**src/hw/rtl/rau_pkg.sv**
```systemverilog
// ----------------------------------------------------------------------------
// rau_pkg
// shared types and operation codes for the rectangle algebra unit
// ----------------------------------------------------------------------------
`default_nettype none

package rau_pkg;

  localparam logic [2:0] CMD_POINT_IN  = 3'd0;
  localparam logic [2:0] CMD_IS_EMPTY  = 3'd1;
  localparam logic [2:0] CMD_EQUAL     = 3'd2;
  localparam logic [2:0] CMD_INFLATE   = 3'd3;
  localparam logic [2:0] CMD_OFFSET    = 3'd4;
  localparam logic [2:0] CMD_INTERSECT = 3'd5;
  localparam logic [2:0] CMD_UNION     = 3'd6;

  typedef struct packed {
    logic [2:0]         cmd;
    logic signed [31:0] a_left;
    logic signed [31:0] a_top;
    logic signed [31:0] a_right;
    logic signed [31:0] a_bottom;
    logic signed [31:0] b_left;
    logic signed [31:0] b_top;
    logic signed [31:0] b_right;
    logic signed [31:0] b_bottom;
    logic signed [31:0] coord_x;
    logic signed [31:0] coord_y;
  } rau_in_t;

  typedef struct packed {
    logic signed [31:0] out_left;
    logic signed [31:0] out_top;
    logic signed [31:0] out_right;
    logic signed [31:0] out_bottom;
    logic               flag;
  } rau_out_t;

  // per-axis compare results
  typedef struct packed {
    logic alo_lt_ahi;
    logic alo_lt_bhi;
    logic blo_lt_ahi;
    logic blo_lt_bhi;
    logic alo_lt_blo;
    logic ahi_lt_bhi;
    logic pt_ge_alo;
    logic pt_lt_ahi;
    logic lo_eq;
    logic hi_eq;
  } rau_axis_flags_t;

endpackage

`default_nettype wire

```
**src/hw/rtl/rau_axis.sv**
```systemverilog
// ----------------------------------------------------------------------------
// rau_axis
// one axis of the rectangle unit: edge compares and edge sums, registered
// ----------------------------------------------------------------------------
`default_nettype none

module rau_axis #(
  parameter int CW = 32
) (
  input  logic                   clk,
  input  logic                   en,
  input  logic signed [CW-1:0]   a_lo,
  input  logic signed [CW-1:0]   a_hi,
  input  logic signed [CW-1:0]   b_lo,
  input  logic signed [CW-1:0]   b_hi,
  input  logic signed [CW-1:0]   pt,
  output logic signed [CW-1:0]   a_lo_q,
  output logic signed [CW-1:0]   a_hi_q,
  output logic signed [CW-1:0]   b_lo_q,
  output logic signed [CW-1:0]   b_hi_q,
  output logic signed [CW-1:0]   infl_lo_q,
  output logic signed [CW-1:0]   off_lo_q,
  output logic signed [CW-1:0]   hi_add_q,
  output rau_pkg::rau_axis_flags_t flags_q
);

  logic signed [CW-1:0]     a_lo_r, a_hi_r, b_lo_r, b_hi_r;
  logic signed [CW-1:0]     infl_lo_r, off_lo_r, hi_add_r;
  rau_pkg::rau_axis_flags_t flags_r;
  rau_pkg::rau_axis_flags_t flags_nxt;

  always_comb begin
    flags_nxt.alo_lt_ahi = a_lo < a_hi;
    flags_nxt.alo_lt_bhi = a_lo < b_hi;
    flags_nxt.blo_lt_ahi = b_lo < a_hi;
    flags_nxt.blo_lt_bhi = b_lo < b_hi;
    flags_nxt.alo_lt_blo = a_lo < b_lo;
    flags_nxt.ahi_lt_bhi = a_hi < b_hi;
    flags_nxt.pt_ge_alo  = !(pt < a_lo);
    flags_nxt.pt_lt_ahi  = pt < a_hi;
    flags_nxt.lo_eq      = a_lo == b_lo;
    flags_nxt.hi_eq      = a_hi == b_hi;
  end

  always_ff @(posedge clk) begin
    if (en) begin
      a_lo_r    <= a_lo;
      a_hi_r    <= a_hi;
      b_lo_r    <= b_lo;
      b_hi_r    <= b_hi;
      infl_lo_r <= a_lo - pt;
      off_lo_r  <= a_lo + pt;
      hi_add_r  <= a_hi + pt;
      flags_r   <= flags_nxt;
    end
  end

  assign a_lo_q    = a_lo_r;
  assign a_hi_q    = a_hi_r;
  assign b_lo_q    = b_lo_r;
  assign b_hi_q    = b_hi_r;
  assign infl_lo_q = infl_lo_r;
  assign off_lo_q  = off_lo_r;
  assign hi_add_q  = hi_add_r;
  assign flags_q   = flags_r;

endmodule

`default_nettype wire

```
**src/hw/rtl/rectangle_algebra_unit.sv**
```systemverilog
// ----------------------------------------------------------------------------
// rectangle_algebra_unit
// half-open rectangle operations: point test, empty test, equality,
// inflate, offset, intersection and union
// out_valid strobes once an accepted start has passed through every stage register
// throughput: one transaction per cycle, busy is always low
// stages: input register, edge compares and sums, result select
// reset clears the stage valid bits only; the receiver cannot stall
// ----------------------------------------------------------------------------
`default_nettype none

module rectangle_algebra_unit #(
  parameter int COORD_WIDTH = 32
) (
  input  logic              clk,
  input  logic              rst_n,
  input  logic              start,
  output logic              busy,
  input  rau_pkg::rau_in_t  in_data,
  output logic              out_valid,
  output rau_pkg::rau_out_t out_data
);

  localparam int CW = COORD_WIDTH;

  function automatic logic signed [CW-1:0] cut(input logic [31:0] v);
    logic [63:0] z;
    z = {32'b0, v};
    return z[CW-1:0];
  endfunction

  function automatic logic signed [31:0] widen(input logic signed [CW-1:0] v);
    logic [63:0] e;
    e = 64'(v);
    return e[31:0];
  endfunction

  // stage 1: input register
  logic                 v1_r;
  logic [2:0]           cmd1_r;
  logic signed [CW-1:0] al_r, at_r, ar_r, ab_r, bl_r, bt_r, br_r, bb_r, x_r, y_r;

  assign busy = 1'b0;

  always_ff @(posedge clk) begin
    if (!rst_n) begin
      v1_r <= 1'b0;
    end else begin
      v1_r <= start && !busy;
    end
  end

  always_ff @(posedge clk) begin
    if (start && !busy) begin
      cmd1_r <= in_data.cmd;
      al_r   <= cut(in_data.a_left);
      at_r   <= cut(in_data.a_top);
      ar_r   <= cut(in_data.a_right);
      ab_r   <= cut(in_data.a_bottom);
      bl_r   <= cut(in_data.b_left);
      bt_r   <= cut(in_data.b_top);
      br_r   <= cut(in_data.b_right);
      bb_r   <= cut(in_data.b_bottom);
      x_r    <= cut(in_data.coord_x);
      y_r    <= cut(in_data.coord_y);
    end
  end

  // stage 2: per-axis compares and sums
  logic       v2_r;
  logic [2:0] cmd2_r;

  logic signed [CW-1:0] xa_lo, xa_hi, xb_lo, xb_hi, x_infl, x_off, x_hi_add;
  logic signed [CW-1:0] ya_lo, ya_hi, yb_lo, yb_hi, y_infl, y_off, y_hi_add;
  rau_pkg::rau_axis_flags_t fx, fy;

  always_ff @(posedge clk) begin
    if (!rst_n) begin
      v2_r <= 1'b0;
    end else begin
      v2_r <= v1_r;
    end
  end

  always_ff @(posedge clk) begin
    if (v1_r) begin
      cmd2_r <= cmd1_r;
    end
  end

  rau_axis #(.CW(CW)) u_axis_x (
    .clk       (clk),
    .en        (v1_r),
    .a_lo      (al_r),
    .a_hi      (ar_r),
    .b_lo      (bl_r),
    .b_hi      (br_r),
    .pt        (x_r),
    .a_lo_q    (xa_lo),
    .a_hi_q    (xa_hi),
    .b_lo_q    (xb_lo),
    .b_hi_q    (xb_hi),
    .infl_lo_q (x_infl),
    .off_lo_q  (x_off),
    .hi_add_q  (x_hi_add),
    .flags_q   (fx)
  );

  rau_axis #(.CW(CW)) u_axis_y (
    .clk       (clk),
    .en        (v1_r),
    .a_lo      (at_r),
    .a_hi      (ab_r),
    .b_lo      (bt_r),
    .b_hi      (bb_r),
    .pt        (y_r),
    .a_lo_q    (ya_lo),
    .a_hi_q    (ya_hi),
    .b_lo_q    (yb_lo),
    .b_hi_q    (yb_hi),
    .infl_lo_q (y_infl),
    .off_lo_q  (y_off),
    .hi_add_q  (y_hi_add),
    .flags_q   (fy)
  );

  // stage 3: result select
  logic signed [CW-1:0] res_l, res_t, res_r, res_b;
  logic                 flag_nxt;
  logic                 a_empty, b_empty, isect_ok;
  logic                 out_valid_r;
  rau_pkg::rau_out_t    out_data_r;
  rau_pkg::rau_out_t    out_data_nxt;

  always_comb begin
    a_empty  = !fx.alo_lt_ahi || !fy.alo_lt_ahi;
    b_empty  = !fx.blo_lt_bhi || !fy.blo_lt_bhi;
    isect_ok = fx.alo_lt_ahi && fx.alo_lt_bhi && fx.blo_lt_ahi && fx.blo_lt_bhi &&
               fy.alo_lt_ahi && fy.alo_lt_bhi && fy.blo_lt_ahi && fy.blo_lt_bhi;
    res_l    = xa_lo;
    res_t    = ya_lo;
    res_r    = xa_hi;
    res_b    = ya_hi;
    flag_nxt = 1'b0;
    unique case (cmd2_r)
      rau_pkg::CMD_POINT_IN: begin
        flag_nxt = fx.pt_ge_alo && fx.pt_lt_ahi && fy.pt_ge_alo && fy.pt_lt_ahi;
      end
      rau_pkg::CMD_IS_EMPTY: begin
        flag_nxt = a_empty;
      end
      rau_pkg::CMD_EQUAL: begin
        flag_nxt = fx.lo_eq && fx.hi_eq && fy.lo_eq && fy.hi_eq;
      end
      rau_pkg::CMD_INFLATE: begin
        res_l    = x_infl;
        res_t    = y_infl;
        res_r    = x_hi_add;
        res_b    = y_hi_add;
        flag_nxt = 1'b1;
      end
      rau_pkg::CMD_OFFSET: begin
        res_l    = x_off;
        res_t    = y_off;
        res_r    = x_hi_add;
        res_b    = y_hi_add;
        flag_nxt = 1'b1;
      end
      rau_pkg::CMD_INTERSECT: begin
        if (isect_ok) begin
          res_l    = fx.alo_lt_blo ? xb_lo : xa_lo;
          res_t    = fy.alo_lt_blo ? yb_lo : ya_lo;
          res_r    = fx.ahi_lt_bhi ? xa_hi : xb_hi;
          res_b    = fy.ahi_lt_bhi ? ya_hi : yb_hi;
          flag_nxt = 1'b1;
        end else begin
          res_l    = '0;
          res_t    = '0;
          res_r    = '0;
          res_b    = '0;
          flag_nxt = 1'b0;
        end
      end
      rau_pkg::CMD_UNION: begin
        if (a_empty && b_empty) begin
          res_l    = '0;
          res_t    = '0;
          res_r    = '0;
          res_b    = '0;
          flag_nxt = 1'b0;
        end else if (a_empty) begin
          res_l    = xb_lo;
          res_t    = yb_lo;
          res_r    = xb_hi;
          res_b    = yb_hi;
          flag_nxt = 1'b1;
        end else if (b_empty) begin
          flag_nxt = 1'b1;
        end else begin
          res_l    = fx.alo_lt_blo ? xa_lo : xb_lo;
          res_t    = fy.alo_lt_blo ? ya_lo : yb_lo;
          res_r    = fx.ahi_lt_bhi ? xb_hi : xa_hi;
          res_b    = fy.ahi_lt_bhi ? yb_hi : ya_hi;
          flag_nxt = 1'b1;
        end
      end
      default: begin
        flag_nxt = 1'b0;
      end
    endcase
    out_data_nxt.out_left   = widen(res_l);
    out_data_nxt.out_top    = widen(res_t);
    out_data_nxt.out_right  = widen(res_r);
    out_data_nxt.out_bottom = widen(res_b);
    out_data_nxt.flag       = flag_nxt;
  end

  always_ff @(posedge clk) begin
    if (!rst_n) begin
      out_valid_r <= 1'b0;
    end else begin
      out_valid_r <= v2_r;
    end
  end

  always_ff @(posedge clk) begin
    if (v2_r) begin
      out_data_r <= out_data_nxt;
    end
  end

  assign out_valid = out_valid_r;
  assign out_data  = out_data_r;

endmodule

`default_nettype wire
```
**config.mk**
```make
export PLATFORM = sky130hd
export DESIGN_NAME = rectangle_algebra_unit
export DESIGN_NICKNAME = d
export VERILOG_FILES = /design/src/hw/rtl/rau_pkg.sv /design/src/hw/rtl/rau_axis.sv /design/src/hw/rtl/rectangle_algebra_unit.sv
export SDC_FILE = /design/constraint.sdc
export NUM_CORES = 2
export LEC_CHECK = 0
export ABC_AREA = 1
export BUFFER_PORTS_ARGS = -buffer_cell sky130_fd_sc_hd__buf_2
export CAP_MARGIN = 30
export CORE_MARGIN = 2
export CORE_UTILIZATION = 40
export CTS_CLUSTER_DIAMETER = 80
export DETAILED_ROUTE_END_ITERATION = 7
export PLACE_DENSITY_LB_ADDON = 0.08
export RECOVER_POWER = 25
export SLEW_MARGIN = 20
export SYNTH_ARGS = -nofsm -noshare
export SYNTH_HDL_FRONTEND = slang
export SYNTH_SLANG_ARGS = --single-unit
```
**constraint.sdc**
```tcl
create_clock -name clk -period 10.55 [get_ports clk]
set_clock_uncertainty 0.2 [all_clocks]
set_input_delay 1.5825 -clock clk [delete_from_list [all_inputs] [get_ports clk]]
set_output_delay 1.5825 -clock clk [all_outputs]
set_load 0.03 [all_outputs]
```
==> impl_metrics.env <==
export IMPL_outcome="completed"
export IMPL_min_from="bb_r[18]"
export IMPL_hold_end="u_axis_y.b_hi_q[18]"
export IMPL_synth_edf_count=921
export IMPL_ctsResizeCount=0
export IMPL_syn_area_per_cell_um2=9.10
export IMPL_cts_num_sinks=924
export IMPL_grt_max_degree=129
export IMPL_mostFrequentLayoutCells="nand2_1 (1565), edfxtp_1 (921), inv_1 (779), ha_1 (628), nor2_1 (537)"
export IMPL_drc_errors=0
export IMPL_min_path_cells=0
export IMPL_powerDensity_nw_per_um2=169
export IMPL_tightestPinTransition_ns=1.02
export IMPL_r2r_end="u_axis_x.hi_add_q[31]"
export IMPL_grt_pass1_wl_um=295000
export IMPL_yosys_cell_types_count=46
export IMPL_gp_congestion=0.957
export IMPL_place_ws_ns=7.12
export IMPL_wl_per_cell_um=23.3
export IMPL_fin_crit_ns=3.50
export IMPL_portBuffers=455
export IMPL_seqCellArea_um2=27700
export IMPL_hold_violations=0
export IMPL_maxCapViolations=0
export IMPL_crit_type="flop to output pin"
export IMPL_grt_overflow=0
export IMPL_rsz0062_at_grt="no"
export IMPL_cts_buffers=110
export IMPL_synthesis_area_um2=56800
export IMPL_arrival_ns=1.71
export IMPL_start_util=0.402
export IMPL_clk_pin_slew_ns=0.06
export IMPL_cts_tree="done"
export IMPL_multi_input_area_um2=25600
export IMPL_drive_above_1_share=0.0993
export IMPL_htree_levels=3
export IMPL_ant_nets=0
export IMPL_ys_seq_area_frac=0.488
export IMPL_final_max_slew_viol_count=0
export IMPL_rr_worst_depth=11
export IMPL_reg2reg_slack_ns=7.09
export IMPL_fmax_mhz=286
export IMPL_io_pins=457
export IMPL_drt_iter0_markers=3377
export IMPL_drtPass1Iterations=8
export IMPL_synthesis_nets=7206
export IMPL_ir_worst_vdd_uv=145
export IMPL_final_util=0.459
export IMPL_crit_chain="buf_2"
export IMPL_slew_headroom=0.315
export IMPL_clock_path_buffers=3
export IMPL_nFillCells=13817
export IMPL_via_count=45782
export IMPL_wl_um=203000
export IMPL_die_w_um=381
export IMPL_rows=138
export IMPL_syn_inst=6246
export IMPL_vias_per_cell=5.26
export IMPL_dp_hpwl_um=158000
export IMPL_ys_warn_count=0
export IMPL_path_buf_inv=1
export IMPL_p_leak_nw=28.9
export IMPL_clockRootBuffer="clkbuf_16"
export IMPL_nNetsFinal=7674
export IMPL_antenna_found_initial=11
export IMPL_gr_usage_all_layers=0.275
export IMPL_insertion_delay_ns=0.74
export IMPL_min_path_type="flop to flop"
export IMPL_die_y_um=381
export IMPL_r2r_start="x_r[1]"
export IMPL_startpoint_type="flop"
export IMPL_cp_slowest_cell="edfxtp_1"
export IMPL_coreArea_um2=141000
export IMPL_post_cts_buffers=0
export IMPL_fin_ws_ns=7.05
export IMPL_tns_ns=0
export IMPL_ys_async_sr_fraction=0
export IMPL_setup_viol=0
export IMPL_path_delay_family="flip-flops"
export IMPL_crit_fanout=4
export IMPL_grt_pass1_vias=45782
export IMPL_critical_path_max_stage_delay_ns=0.69
export IMPL_synth_main_ff_cell="edfxtp_1"
export IMPL_cts_hold_buf=0
export IMPL_fin_crit_sh=0.331
export IMPL_fp_dieArea_um2=145000
export IMPL_area_growth_pct=14.0
export IMPL_worstSetupEndpointType="output pin"
export IMPL_critPathRequiredTime_ns=8.77
export IMPL_layout_commonest_cell="nand2_1"
export IMPL_ys_ff_latch=924
-- how the worst max path moves through the flow --
stage,cells past startpoint,start,end
after floorplan,0,v1_r,cmd2_r[0]
after global placement,2,start,ar_r[4]
after detailed placement,11,x_r[1],u_axis_x.hi_add_q[23]
after CTS,1,out_data[33],out_data[33]
after global routing,11,x_r[1],u_axis_x.hi_add_q[31]
final,1,out_data[33],out_data[33]
-- cells in the mapped netlist, types with 2 or more instances --
master / count / area (um2)
inv_2: 8 / 30.0
nor3_1: 69 / 345
nand3_1: 223 / 1120
o21bai_1: 25 / 188
a21boi_0: 2 / 15.0
clkbuf_1: 73 / 274
nand4_1: 105 / 657
o211ai_1: 103 / 773
buf_4: 8 / 60.1
buf_1: 6 / 22.5
nor2_4: 2 / 22.5
edfxtp_1: 921 / 27700
ha_1: 628 / 7860
and3_1: 5 / 31.3
a21o_1: 17 / 128
o21ai_2: 2 / 17.5
o21ai_1: 59 / 295
a21oi_1: 419 / 2100
inv_1: 780 / 2930
o21ai_0: 339 / 1700
xnor2_1: 11 / 96.3
a22o_1: 62 / 543
buf_2: 50 / 250
nor4_1: 17 / 106
and2_1: 2 / 12.5
dfxtp_1: 3 / 60.1
nand2_1: 1567 / 5880
nor2_1: 537 / 2020
clkbuf_2: 4 / 20.0
a31oi_1: 44 / 275
xor2_1: 94 / 823
fa_1: 6 / 120
nand3b_1: 17 / 128
o21a_1: 26 / 195
-- routing by layer --
layer	vias up	track usage	routed length, um
met4	0	0.0978	7880
li1	22354	-	-
met1	21944	0.340	84900
met3	282	0.0274	7830
met2	1202	0.494	102000
met5	-	0	0
-- flip-flops by register name, summed over array words and instances, names as in the netlist, 32 cells and up --
signal             flops
out_data             129
ab_r                  32
al_r                  32
ar_r                  32
at_r                  32
bb_r                  32
bl_r                  32
br_r                  32
bt_r                  32
u_axis_x.a_hi_q       32
u_axis_x.a_lo_q       32
u_axis_x.b_hi_q       32
u_axis_x.b_lo_q       32
u_axis_x.hi_add_q     32
u_axis_x.off_lo_q     32
u_axis_y.a_hi_q       32
u_axis_y.a_lo_q       32
u_axis_y.b_hi_q       32
u_axis_y.b_lo_q       32
u_axis_y.hi_add_q     32
u_axis_y.off_lo_q     32
x_r                   32
y_r                   32
-- worst register-to-register path, cell delays in order (launching register included) --
cell and delay, ns:
edfxtp_1 0.57, ha_1 0.35, inv_1 0.07, nand2_1 0.06, a21oi_1 0.64, inv_1 0.13
o21ai_0 0.50, nand2_1 0.10, nand2_1 0.29, nand2_1 0.13, nand3_1 0.11, nand2_1 0.06
-- per-stage QoR --
stage          cells  total power [mW]  area, um2  hold WS [ns]
2_1_floorplan   6246              6.27      56800         0.200
3_3_place_gp    8487              7.23      61200         0.234
3_5_place_dp    8491              7.25      61300         0.233
4_1_cts         8699              11.0      64800         0.242
5_1_grt         8703              11.5      64800         0.254
6_report        8703              10.9      64800         0.244
-- power breakdown --
group          total, mW  switching (mW)  internal [mW]
Combinational       2.40            1.65          0.751
Clock               3.75            1.60           2.15
Sequential          4.78           0.308           4.47
-- cell families after synthesis --
family / share of synthesized area
other cells: 0.0000660
fa+ha+maj: 0.140
compound gates: 0.110
buf+inv: 0.0633
xor+xnor: 0.0162
flops: 0.488
simple gates: 0.183
-- final cells by class --
type | instances | area share
inverter | 789 | 0.0458
clock inverter | 65 | 0.00869
tap | 1890 | 0.0365
timing repair buffer | 498 | 0.0412
sequential | 924 | 0.428
multi-input combinational | 4391 | 0.394
antenna | 3 | 0.000116
clock buffer | 143 | 0.0457
Note: power is estimated with default switching activity, not from simulation.
